### config.mk
export PLATFORM = sky130hd
export DESIGN_NAME = tick_priority_task_scheduler
export DESIGN_NICKNAME = d
export VERILOG_FILES = /design/src/design/tpts_pkg.sv /design/src/design/tpts_front.sv /design/src/design/tpts_back.sv /design/src/design/tick_priority_task_scheduler.sv
export SDC_FILE = /design/constraint.sdc
export NUM_CORES = 1
export LEC_CHECK = 0
export BUFFER_PORTS_ARGS = -buffer_cell sky130_fd_sc_hd__buf_2
export CAP_MARGIN = 20
export CORE_UTILIZATION = 47
export DETAILED_ROUTE_END_ITERATION = 8
export GPL_ROUTABILITY_DRIVEN = 0
export GPL_TIMING_DRIVEN = 0
export SYNTH_ARGS = -nofsm -noshare
export SYNTH_HDL_FRONTEND = slang
export SYNTH_HIERARCHICAL = 1
export SYNTH_SLANG_ARGS = --single-unit
### constraint.sdc
create_clock -name clk -period 4.6 [get_ports clk]
set_clock_uncertainty 0.05 [all_clocks]
set_input_delay 0.46 -clock clk [delete_from_list [all_inputs] [get_ports clk]]
set_output_delay 0.46 -clock clk [all_outputs]
set_load 0.1 [all_outputs]
### src/design/tpts_pkg.sv
`default_nettype none
package tpts_pkg;

  localparam int TASK_SLOTS = 4;
  localparam int SLOT_W     = 2;
  localparam int LEVEL_W    = 3;
  localparam int CNT_W      = 16;
  localparam int KIND_W     = 2;
  localparam int QDEPTH     = 2;

  localparam logic [LEVEL_W-1:0] IDLE_LVL = LEVEL_W'(TASK_SLOTS);

  localparam logic [KIND_W-1:0] KIND_ADD  = 2'd0;
  localparam logic [KIND_W-1:0] KIND_TICK = 2'd1;
  localparam logic [KIND_W-1:0] KIND_DONE = 2'd2;

  typedef enum logic [3:0] {
    OP_ADD  = 4'b0001,
    OP_TICK = 4'b0010,
    OP_DONE = 4'b0100,
    OP_NOP  = 4'b1000
  } cmd_op_t;

  typedef struct packed {
    cmd_op_t            op;
    logic [CNT_W-1:0]   period;
    logic [CNT_W-1:0]   first_delay;
  } cmd_t;

  typedef struct packed {
    logic              add_ok;
    logic [SLOT_W-1:0] slot;
    logic              started;
    logic [SLOT_W-1:0] start_task;
    logic              finished;
    logic [SLOT_W-1:0] finished_task;
    logic              removed;
    logic              fault;
  } res_t;

  typedef enum logic [3:0] {
    ST_IDLE  = 4'b0001,
    ST_EXEC  = 4'b0010,
    ST_START = 4'b0100,
    ST_OUT   = 4'b1000
  } back_state_t;

endpackage
`default_nettype wire

### src/design/tpts_front.sv
`default_nettype none
module tpts_front import tpts_pkg::*; (
  input  wire logic              clk,
  input  wire logic              rst_n,
  input  wire logic              in_valid,
  output logic                   in_stall,
  input  wire logic [KIND_W-1:0] in_kind,
  input  wire logic [CNT_W-1:0]  in_period,
  input  wire logic [CNT_W-1:0]  in_first_delay,
  output logic                   q_valid,
  output cmd_t                   q_cmd,
  input  wire logic              q_pop
);

  localparam logic [1:0] QCNT = 2'(QDEPTH);

  cmd_t       mem_r [QDEPTH];
  cmd_t       cmd;
  logic       wr_ptr_r, rd_ptr_r;
  logic [1:0] count_r, count_nxt;
  logic       push, pop;

  always_comb begin
    cmd.period      = in_period;
    cmd.first_delay = in_first_delay;
    case (in_kind)
      KIND_ADD:  cmd.op = OP_ADD;
      KIND_TICK: cmd.op = OP_TICK;
      KIND_DONE: cmd.op = OP_DONE;
      default:   cmd.op = OP_NOP;
    endcase
  end

  assign in_stall = (count_r == QCNT);
  assign push     = in_valid && !in_stall;
  assign q_valid  = (count_r != 2'd0);
  assign pop      = q_pop && q_valid;
  assign q_cmd    = mem_r[rd_ptr_r];

  always_comb begin
    count_nxt = count_r;
    if (push && !pop) begin
      count_nxt = count_r + 2'd1;
    end else if (pop && !push) begin
      count_nxt = count_r - 2'd1;
    end
  end

  always_ff @(posedge clk) begin
    if (!rst_n) begin
      count_r  <= 2'd0;
      wr_ptr_r <= 1'b0;
      rd_ptr_r <= 1'b0;
    end else begin
      count_r <= count_nxt;
      if (push) wr_ptr_r <= ~wr_ptr_r;
      if (pop)  rd_ptr_r <= ~rd_ptr_r;
    end
  end

  always_ff @(posedge clk) begin
    if (push) begin
      mem_r[wr_ptr_r] <= cmd;
    end
  end

`ifndef SYNTHESIS
  a_count_max: assert property (@(posedge clk) disable iff (!rst_n)
    count_r <= QCNT) else $error("queue count overflow");
`endif

endmodule
`default_nettype wire

### src/design/tpts_back.sv
`default_nettype none
module tpts_back import tpts_pkg::*; (
  input  wire logic               clk,
  input  wire logic               rst_n,
  input  wire logic               q_valid,
  input  wire cmd_t               q_cmd,
  output logic                    q_pop,
  output logic                    out_valid,
  input  wire logic               out_stall,
  output logic                    out_add_ok,
  output logic [SLOT_W-1:0]       out_slot,
  output logic                    out_started,
  output logic [SLOT_W-1:0]       out_start_task,
  output logic                    out_finished,
  output logic [SLOT_W-1:0]       out_finished_task,
  output logic                    out_removed,
  output logic                    out_fault,
  output logic [LEVEL_W-1:0]      out_running_level
);

  back_state_t state_r, state_nxt;
  cmd_t        cmd_r;

  logic [TASK_SLOTS-1:0] valid_r, valid_nxt;
  logic [TASK_SLOTS-1:0] pend_r, pend_nxt;
  logic [CNT_W-1:0]      period_r [TASK_SLOTS];
  logic [CNT_W-1:0]      period_nxt [TASK_SLOTS];
  logic [CNT_W-1:0]      cd_r [TASK_SLOTS];
  logic [CNT_W-1:0]      cd_nxt [TASK_SLOTS];
  logic [LEVEL_W-1:0]    saved_r [TASK_SLOTS];
  logic [LEVEL_W-1:0]    level_r, level_nxt;
  logic [LEVEL_W-1:0]    depth_r, depth_nxt;
  logic [LEVEL_W-1:0]    depth_dec, saved_top;
  logic                  push_en;
  logic                  go_r, go_nxt;
  res_t                  work_r, work_nxt;
  res_t                  res_r;
  logic [LEVEL_W-1:0]    lvl_out_r;
  logic                  out_valid_r, out_valid_nxt, out_load;
  logic                  found;
  logic [SLOT_W-1:0]     cur_slot;

  assign q_pop     = q_valid && (state_r == ST_IDLE);
  assign depth_dec = depth_r - LEVEL_W'(1);
  assign saved_top = saved_r[depth_dec[SLOT_W-1:0]];
  assign cur_slot  = level_r[SLOT_W-1:0];
  assign out_load  = (state_r == ST_OUT) && (!out_valid_r || !out_stall);

  always_comb begin
    state_nxt  = state_r;
    valid_nxt  = valid_r;
    pend_nxt   = pend_r;
    period_nxt = period_r;
    cd_nxt     = cd_r;
    level_nxt  = level_r;
    depth_nxt  = depth_r;
    go_nxt     = go_r;
    work_nxt   = work_r;
    push_en    = 1'b0;
    found      = 1'b0;
    case (state_r)
      ST_IDLE: begin
        if (q_valid) begin
          state_nxt = ST_EXEC;
          work_nxt  = '0;
          go_nxt    = 1'b0;
        end
      end
      ST_EXEC: begin
        state_nxt = ST_START;
        case (cmd_r.op)
          OP_ADD: begin
            for (int i = 0; i < TASK_SLOTS; i++) begin
              if (!found && !valid_r[i]) begin
                found               = 1'b1;
                valid_nxt[i]        = 1'b1;
                pend_nxt[i]         = 1'b0;
                period_nxt[i]       = cmd_r.period;
                cd_nxt[i]           = cmd_r.first_delay;
                work_nxt.add_ok     = 1'b1;
                work_nxt.slot       = SLOT_W'(i);
              end
            end
          end
          OP_TICK: begin
            go_nxt = 1'b1;
            for (int i = 0; i < TASK_SLOTS; i++) begin
              if (valid_r[i]) begin
                if (cd_r[i] != '0) begin
                  cd_nxt[i] = cd_r[i] - CNT_W'(1);
                end else begin
                  pend_nxt[i] = 1'b1;
                  cd_nxt[i]   = (period_r[i] != '0) ? period_r[i] - CNT_W'(1) : '0;
                end
              end
            end
          end
          OP_DONE: begin
            if (depth_r == '0 || level_r >= IDLE_LVL) begin
              work_nxt.fault = 1'b1;
            end else begin
              go_nxt                 = 1'b1;
              work_nxt.finished      = 1'b1;
              work_nxt.finished_task = cur_slot;
              depth_nxt              = depth_dec;
              level_nxt              = (saved_top > IDLE_LVL) ? IDLE_LVL : saved_top;
              if (period_r[cur_slot] == '0) begin
                valid_nxt[cur_slot] = 1'b0;
                pend_nxt[cur_slot]  = 1'b0;
                work_nxt.removed    = 1'b1;
              end
            end
          end
          default: ;
        endcase
      end
      ST_START: begin
        state_nxt = ST_OUT;
        if (go_r && depth_r < IDLE_LVL) begin
          for (int i = 0; i < TASK_SLOTS; i++) begin
            if (!found && LEVEL_W'(i) < level_r && valid_r[i] && pend_r[i]) begin
              found               = 1'b1;
              pend_nxt[i]         = 1'b0;
              push_en             = 1'b1;
              depth_nxt           = depth_r + LEVEL_W'(1);
              level_nxt           = LEVEL_W'(i);
              work_nxt.started    = 1'b1;
              work_nxt.start_task = SLOT_W'(i);
            end
          end
        end
      end
      ST_OUT: begin
        if (out_load) state_nxt = ST_IDLE;
      end
      default: state_nxt = ST_IDLE;
    endcase
  end

  always_comb begin
    out_valid_nxt = out_valid_r;
    if (out_load) begin
      out_valid_nxt = 1'b1;
    end else if (out_valid_r && !out_stall) begin
      out_valid_nxt = 1'b0;
    end
  end

  always_ff @(posedge clk) begin
    if (!rst_n) begin
      state_r     <= ST_IDLE;
      valid_r     <= '0;
      pend_r      <= '0;
      level_r     <= IDLE_LVL;
      depth_r     <= '0;
      out_valid_r <= 1'b0;
    end else begin
      state_r     <= state_nxt;
      valid_r     <= valid_nxt;
      pend_r      <= pend_nxt;
      level_r     <= level_nxt;
      depth_r     <= depth_nxt;
      out_valid_r <= out_valid_nxt;
    end
  end

  always_ff @(posedge clk) begin
    period_r <= period_nxt;
    cd_r     <= cd_nxt;
    go_r     <= go_nxt;
    work_r   <= work_nxt;
    if (q_pop) cmd_r <= q_cmd;
    if (push_en) saved_r[depth_r[SLOT_W-1:0]] <= level_r;
    if (out_load) begin
      res_r     <= work_r;
      lvl_out_r <= level_r;
    end
  end

  assign out_valid         = out_valid_r;
  assign out_add_ok        = res_r.add_ok;
  assign out_slot          = res_r.slot;
  assign out_started       = res_r.started;
  assign out_start_task    = res_r.start_task;
  assign out_finished      = res_r.finished;
  assign out_finished_task = res_r.finished_task;
  assign out_removed       = res_r.removed;
  assign out_fault         = res_r.fault;
  assign out_running_level = lvl_out_r;

`ifndef SYNTHESIS
  a_idle_empty: assert property (@(posedge clk) disable iff (!rst_n)
    (depth_r == '0) == (level_r == IDLE_LVL)) else $error("level and stack disagree");
  a_pend_valid: assert property (@(posedge clk) disable iff (!rst_n)
    (pend_r & ~valid_r) == '0) else $error("pending mark on free slot");
  a_start_level: assert property (@(posedge clk) disable iff (!rst_n)
    out_load && work_r.started |=> out_running_level == {1'b0, out_start_task})
    else $error("started task is not the running level");
  a_depth_max: assert property (@(posedge clk) disable iff (!rst_n)
    depth_r <= IDLE_LVL) else $error("stack overflow");
`endif

endmodule
`default_nettype wire

### src/design/tick_priority_task_scheduler.sv
// A beat accepted on the input is queued, then handled by the back-end
// sequencer (fetch, execute, start search, result load) one item at a time:
// a new item is fetched only once the last result is loaded. A 2-entry
// queue decouples input.
// Reset (synchronous): table empty, nothing pending, idle level, stack empty,
// queue empty, no result waiting.
`default_nettype none
module tick_priority_task_scheduler import tpts_pkg::*; (
  input  wire logic               clk,
  input  wire logic               rst_n,
  input  wire logic               in_valid,
  output logic                    in_stall,
  input  wire logic [KIND_W-1:0]  in_kind,
  input  wire logic [CNT_W-1:0]   in_period,
  input  wire logic [CNT_W-1:0]   in_first_delay,
  output logic                    out_valid,
  input  wire logic               out_stall,
  output logic                    out_add_ok,
  output logic [SLOT_W-1:0]       out_slot,
  output logic                    out_started,
  output logic [SLOT_W-1:0]       out_start_task,
  output logic                    out_finished,
  output logic [SLOT_W-1:0]       out_finished_task,
  output logic                    out_removed,
  output logic                    out_fault,
  output logic [LEVEL_W-1:0]      out_running_level
);

  logic q_valid, q_pop;
  cmd_t q_cmd;

  tpts_front u_front (
    .clk            (clk),
    .rst_n          (rst_n),
    .in_valid       (in_valid),
    .in_stall       (in_stall),
    .in_kind        (in_kind),
    .in_period      (in_period),
    .in_first_delay (in_first_delay),
    .q_valid        (q_valid),
    .q_cmd          (q_cmd),
    .q_pop          (q_pop)
  );

  tpts_back u_back (
    .clk               (clk),
    .rst_n             (rst_n),
    .q_valid           (q_valid),
    .q_cmd             (q_cmd),
    .q_pop             (q_pop),
    .out_valid         (out_valid),
    .out_stall         (out_stall),
    .out_add_ok        (out_add_ok),
    .out_slot          (out_slot),
    .out_started       (out_started),
    .out_start_task    (out_start_task),
    .out_finished      (out_finished),
    .out_finished_task (out_finished_task),
    .out_removed       (out_removed),
    .out_fault         (out_fault),
    .out_running_level (out_running_level)
  );

endmodule
`default_nettype wire

Word-level counts from Yosys, hierarchy flattened
Memory sizes are Yosys's and may differ from the RTL's. A register that Yosys moved wholly into a read port is not among the register bits.
Cells that the tools add are included.
{ "totals": {"register_bits": 177, "latchBits": 0, "ram_bits": 84, "mem_bits_ro": 0, "output_inout_bits": 16, "memories": 2} }
{ "memory_table": {"columns": ["memory", "depth", "width", "rd", "rd_ports_with_merged_regs", "write_ports", "line", "text"], "rows": [
  ["u_front.mem_r", 2, 36, 1, 1, 1, "tpts_front.sv:17", "cmd_t mem_r [QDEPTH];"],
  ["u_back.saved_r", 4, 3, 1, 0, 1, "tpts_back.sv:30", "logic [LEVEL_W-1:0] saved_r [TASK_SLOTS];"]
]} }
{ "op_classes": {"n_addsub": 12, "multipliers": 0, "n_div": 0, "order_cmp": 10, "eq_ne": 50, "shifts": 0, "muxes": 123, "bitwise_logic": 7, "n_reduce_logical": 82} }
{ "op_table": {"columns": ["cell", "n"], "rows": [
  ["$mux W16", 18],
  ["$pmux W64 S2", 1],
  ["$reduce_bool A16 Y1", 8],
  ["$sub A16 B1 Y16 const B", 8],
  ["$mux W3", 25],
  ["$mux W1", 53],
  ["$reduce_and A4 Y1", 10],
  ["$reduce_and A9 Y1", 4],
  ["$ne A2 B1 Y1 const B", 17],
  ["$bmux W16 S2", 1],
  ["$mux W4", 8],
  ["$reduce_and A5 Y1", 5],
  ["$ne A3 B2 Y1 const B", 8],
  ["$pmux W3 S2", 4],
  ["$pmux W4 S3", 2],
  ["$logic_and A1 B1 Y1", 23],
  ["$ne A3 B3 Y1 const B", 7],
  ["$logic_not A16 Y1", 1],
  ["$pmux W4 S2", 2],
  ["$pmux W4 S4", 1],
  ["$reduce_bool A2 Y1", 8],
  ["$logic_not A1 Y1", 14],
  ["$reduce_and A3 Y1", 4],
  ["$mux W11", 1],
  ["other kinds (34)", 51]
]} }

Logic depth before layout (Yosys ltp)
Gate-level depths: netlist (run 1).
{ "logic_depth": {"word_depth": 29, "depth_mapped": 9, "ltp_nobuf": 8} }

By module
Netlist (run 1), hierarchy kept.
{ "by_module_without_submodules": {"columns": ["module", "instances", "cells_per_inst", "area_per_inst_um2", "seq_area_each_um2"], "rows": [
  ["tpts_back", 1, 934, 10819.1, 6446.2],
  ["tpts_front", 1, 141, 2854.0, 2262.2]
]} }

Least setup slack after synthesis (run 1)
OpenSTA, ideal clock, no wires.
{ "synth_timing": {"path_type": "register -> register", "start": "register u_back.state_r[3]", "end": "register u_back/cd_r[16] (netlist name) (enable)", "arrival_time_ns": 3.216, "t_required_ns": 4.183, "slack_ns": 0.967, "stages_incl_launch_ff": 7, "synth_period_minus_slack_ns": 3.633, "path_cell_list": "dfxtp_1 > or4b_2 > clkbuf_1 > inv_1 > nand2_1 > nor3_1 > a21o_1"} }
{ "synth_via": {"elab_chain_len": 2} }
{ "synth_rtl": {"columns": ["item", "line", "text"], "rows": [
  ["start: declaration", "tpts_back.sv:21", "back_state_t state_r, state_nxt;"],
  ["start signal: assignment", "tpts_back.sv:158", "state_r <= state_nxt;"],
  ["$eq A4 B2 Y1", "tpts_back.sv:61", "case (state_r)"],
  ["$reduce_and A4 Y1 (no source line)", null, null],
  ["end signal: assignment", "tpts_back.sv:169", "cd_r <= cd_nxt;"],
  ["end: declaration", "tpts_back.sv:28", "logic [CNT_W-1:0] cd_r [TASK_SLOTS];"]
]} }
No other way between the ends.
A chain may end at the register's enable or synchronous reset.

Worst setup path after layout (run 1)
{ "layout_timing": {"start": "register u_back.state_r[3]", "end": "register u_back/cd_r[48] (netlist name) (enable)"} }
Same word-level chain as after synthesis.

==> out/metrics.yaml, run 1 <==
outcome: "finished, final reports clean"
wl_mm: 31.1
critPathCaptureType: "register"
cp_slowest_stage_delay_ps: 790
synth_top_flop_cell: "edfxtp_1"
drive_gt1_share_pct: 15.0
crit_arrival_ps: 3830
avgSynthCellArea_um2: 12.7
synthArstFlopShare_pct: 0
overflow: 0
synthCells: 1075
wl_per_cell_um: 19.7
r2r-start: "u_back/state_r[3]"
yosysUniqueCellTypes: 68
crit_required_ps: 4730
cts_tree: "done"
fmax_mhz: 270
area.growth.synth_to_final_pct: 13.3
grt_pass1_wl_mm: 47.1
grt.total_usage_pct: 20.8
htree_levels: 1
routed_via_density: 5.61
fin_cells: 1575
dr.pass1.iters: 5
antennaDiodeCount: 0
ys_seq_area_share_pct: 63.7
crit_fanout: 17
cts_buffers: 30
dr.first_iter.drc_count: 746
ant_nets: 0
hpwl_mm: 22.1
p_leak_nw: 5.26
rsz0062_at_grt: "false"
crit_type: "reg2reg"
synth_top_area_cell: "edfxtp_1"
fin_setup_tns_ps: 0
core_mm2: 0.0286
p_seq_share_pct: 51.4
grt_max_degree: 39
cts_setup_buffers: 0
portBuffers: 53
post_cts_resized: 0
reg2reg_depth: 6
switchingPower_w: 0.00214
route.detailed.drc: 0
synth-seq-cells: 298
fin_crit_ps: 3700
cp-start-kind: "register"
fin_crit_sh_pct: 80.5
peakVddDrop_mv: 0.445
cts.sinks: 298
layout.nets: 1221
slew_viol_final: 0
power.total_w: 0.00749
fp-row-count: 62
powerDensity_mw_per_mm2: 483
switching_share_pct: 28.6
postCtsHoldBufs: 0
die_w_um: 173
p_comb_share_pct: 17.7
pin_count: 54
die_height_um: 173
max_cap_violations: 0
vias: 8828
die_area_mm2: 0.0298
worst_pin_slew_ps: 937
r2r-end: "u_back/cd_r[48]"
first_global_vias: 8462
syn-cell-area_mm2: 0.0137
root_buffer: "clkbuf_16"
yosys-top-cells-area: "edfxtp_1, dfxtp_1, xor2_1, nor2_1, mux2_2"
regToRegSetupSlack_ps: 900
yosys_warnings: 6
clock_path_buffers: 3
p_int_w: 0.00535
cpMaxStageDelayCell: "nor2_2"
hold_class: "in2reg"
ys_top_cells_by_count: "edfxtp_1, nor2_1, nand2_1, a21oi_1, xor2_1"
n_fill_cell: 2452
endpoint: "u_back/cd_r[48]"
hold_violations: 0
syn-num-nets: 1128
startpoint: "u_back/state_r[3]"
hold_ws_ps: 42.0
initial_utilization_pct: 47.8
p_clk_share_pct: 30.9
clkSlewWorstSetupHoldPaths_ps: 60
synth_top_area_share_pct: 60.2
setup_violations: 0
post-place-cells: 1520
yosysMostFrequentCell: "edfxtp_1"
final_util_pct: 54.1
clkLatencyLatePin_ps: 560
relSlewSlack_pct: 37.3
synth_enable_flop_cells: 274
path_cells: "or4b_2 -> clkbuf_1 -> inv_1 -> nand2_1 -> nor2_2 -> a21o_1"
antenna_found_initial: 0
[cells in the final DEF (no fill, tap or decap), drive strengths merged, types with 4 or more instances in the layout]
cell    instances
nand2b         13
o31ai           7
clkinv         13
or4            15
nand4           5
buf            68
nand2          85
nor2b           8
xor2           53
or4b            5
edfxtp        274
nor2          112
nor3           38
nor3b           9
or3             6
o41ai           6
a221oi         26
a21boi          6
a31oi          13
clkbuf         62
o21ai          33
a211oi          6
a22oi           4
mux2           36
a21oi          56
ha             15
nand3b         10
nor4b           7
and3            4
nor4           23
xnor2          37
nand3          16
and2           14
mux2i           7
dfxtp          24
inv            30
[power by group through the flow]
stage          Sequential [W]  Combinational, W  Clock (W)
6_report              0.00385           0.00133    0.00231
5_1_grt               0.00387           0.00143    0.00247
4_1_cts               0.00384           0.00133    0.00236
3_5_place_dp          0.00390           0.00132          0
3_3_place_gp          0.00390           0.00126          0
2_1_floorplan         0.00372          0.000826          0
[cell type report]
| cell class | instances | area [um^2] | area share [%] |
|---|---|---|---|
| Clock inverter | 18 | 146 | 0.945 |
| Buffer | 32 | 136 | 0.880 |
| Clock buffer | 37 | 798 | 5.15 |
| Tap cell | 384 | 480 | 3.10 |
| Sequential cell | 298 | 8710 | 56.2 |
| Inverter | 30 | 113 | 0.727 |
| Multi-Input combinational cell | 715 | 4740 | 30.6 |
| Timing Repair Buffer | 61 | 373 | 2.41 |
[worst min-delay path by stage]
| stage | to | from | slack [ps] | depth (start not counted) |
|---|---|---|---|---|
| global route | u_front/mem_r[1][25] | in_period[9] | 20 | 1 |
| floorplan | u_back/out_add_ok | u_back/work_r[10] | 350 | 0 |
| CTS | u_front/mem_r[0][26] | in_period[10] | 20 | 1 |
| global placement | u_back/out_start_task[1] | u_back/work_r[6] | 360 | 0 |
| detailed placement | u_back/out_fault | u_back/work_r[0] | 360 | 0 |
| finish | u_front/mem_r[1][25] | in_period[9] | 40 | 1 |
[metal layers]
metal	global-route usage [%]	wire, um
met2	31.8	13600
met3	3.28	2010
met5	0	0
met4	9.11	1270
met1	29.4	14100
[critical path, delay by kind of cell (launching register included)]
kind	cells	cell delay [ps]
AND/OR/NAND/NOR	3	1780
AO/OA/AOI/OAI	1	630
buffers and inverters	2	520
flip-flops	1	340
[per-stage QoR]
stage / area, um^2 / setup WS [ps]
2_1_floorplan: 13700 / 967
3_3_place_gp: 14400 / -3.38
3_5_place_dp: 14600 / 902
4_1_cts: 15500 / 874
5_1_grt: 15500 / 670
6_report: 15500 / 897
[state kept, by name (all words and copies together) (netlist names), 2 cells and up, named ones only]
register                  count
u_back/period_r              64
u_back/out_finished_task      2
u_front/mem_r                72
u_back/cd_r                  64
u_back/out_slot               2
u_back/out_running_level      3
u_back/depth_r                3
u_back/pend_r                 4
u_back/out_start_task         2
u_back/cmd_r                 36
u_back/level_r                3
u_front/count_r               2
u_back/state_r                4
u_back/valid_r                4
u_back/work_r                11
u_back/saved_r               12
[cell families after synthesis]
logic type	share of synthesized area, %
and+or+nand+nor	14.4
muxes	3.97
AOI/OAI and AO/OA	9.00
adders and majority gates	1.37
xor gates and xnor gates	5.77
DFF	63.7
buffers and inverters	1.82
No activity file was read; power rests on OpenSTA's default activity.
==> run 2, diff against run 1 <==
Settings changed: PLACE_DENSITY set to 0.66.
Clock period 4.6 ns to 3.2 ns, I/O delays scaled along.
==> run 2 against run 1 <==
  * Clock power rose by 45%
  * Worst setup slack got worse by 760 ps
  * Combinational power rose by 48%
  * Global-route usage rose by 0.37 points
  * Non-clock buffer count rose by 35
  * Hold slack got worse by 22 ps
  * Critical path type unchanged
  * Largest cell class unchanged
==> out/metrics.yaml, run 2 (synthesis results as in run 1) <==
cts_buffers: 28
r2r-start: "u_back/cmd_r[34]"
grt_max_degree: 37
n_fill_cell: 2308
die_w_um: 173
clock_path_buffers: 3
antenna_found_initial: 0
place_ws_ps: -232
hold_class: "in2reg"
portBuffers: 53
routed_via_density: 5.62
fp-row-count: 62
hold_start: "out_stall"
max_cap_violations: 0
drive_gt1_share_pct: 15.2
ant_nets: 0
hold_violations: 0
first_global_vias: 8800
crit_fanout: 12
peakVddDrop_mv: 0.787
wl_mm: 31.3
clkSlewWorstSetupHoldPaths_ps: 60
startpoint: "u_back/cmd_r[34]"
fin_crit_ps: 3070
fin_crit_sh_pct: 95.9
crit_arrival_ps: 3260
final_util_pct: 55.5
area.growth.synth_to_final_pct: 16.1
initial_utilization_pct: 47.8
hpwl_mm: 21.9
cp-start-kind: "register"
largest_register: "u_front/mem_r"
layout.nets: 1254
p_leak_nw: 5.42
die_area_mm2: 0.0298
root_buffer: "clkbuf_16"
fmax_mhz: 326
vias: 9013
worst_pin_slew_ps: 874
pin_count: 54
crit_required_ps: 3400
largest_reg_flops: 72
cts_tree: "done"
hold_ws_ps: 20.3
power.total_w: 0.0109
core_mm2: 0.0286
cts.sinks: 298
worst_slack_ps: 132
rsz0062_at_grt: "true"
overflow: 0
slew_viol_final: 0
critPathCaptureType: "register"
cts_setup_buffers: 0
antennaDiodeCount: 0
setup_violations: 0
dr.pass1.iters: 5
relSlewSlack_pct: 40.2
die_height_um: 173
wl_per_cell_um: 19.5
powerDensity_mw_per_mm2: 684
route.detailed.drc: 0
top_regs: "u_front/mem_r: 72 flops, u_back/cd_r: 64 flops, u_back/period_r: 64 flops"
layout_commonest_cell: "edfxtp_1"
crit_type: "reg2reg"
grt_pass1_wl_mm: 48.6
dr.first_iter.drc_count: 705
outcome: "finished, final reports clean"
clkLatencyLatePin_ps: 550
mostFrequentLayoutCells: "edfxtp_1, nor2_1, nand2_1"
htree_levels: 1
grt.total_usage_pct: 21.1
-- run 2: timing repair --
action	CTS	global route
hold buffers	32	0
resized for setup	4	4
endpoints found under the setup margin	44	50
hold endpoints to repair	64	0
-- run 2: layer usage --
layer	wire length (um)	vias up	share of wire, %	GRT usage (%)
met2	14400	297	46	34.1
li1	-	4333	-	-
met1	13800	4322	44	29.0
met5	0	-	0	0
met4	988	0	3.2	7.44
met3	2140	61	6.8	3.43
-- run 2: stage by stage --
stage	cell area [um^2]	cells	setup TNS [ps]
after floorplan	13700	1075	0
after global placement	14400	1512	-67760
after detailed placement	14600	1523	-4750
after CTS	15900	1605	0
after global routing	15900	1605	-300
final	15900	1605	0
-- run 2: power by group --
part / internal (W) / switching [W] / leakage, nW
Sequential: 0.00514 / 0.000393 / 2.74
Clock: 0.00197 / 0.00139 / 0.461
Combinational: 0.000692 / 0.00128 / 2.22
-- run 2: layout make-up --
cell class	count	area, um^2	area share [%]
sequential	298	8710	54.9
multi-input combinational	715	4760	30.0
clock buffer	33	741	4.67
timing repair buffer	96	739	4.66
tap	384	480	3.03
clock inverter	17	191	1.21
buffer	32	136	0.859
inverter	30	113	0.709
-- run 2: worst max-delay path, stage by stage, from the launching register on --
cell and delay (ps):
edfxtp_1 350, clkbuf_1 240, or4b_2 680, clkbuf_1 210, nor2_2 400, nand3_1 170, o21ai_1 350, buf_4 310
-- run 2: path summary, 6_finish.rpt --
path / endpoint / slack [ps] / cells after the start
hold / removal: u_back/out_valid / 20 / 3
setup reg to reg: u_back/cd_r[33] / 130 / 7
hold reg to reg: u_back/out_finished / 370 / 0
setup / recovery: u_back/cd_r[33] / 130 / 7
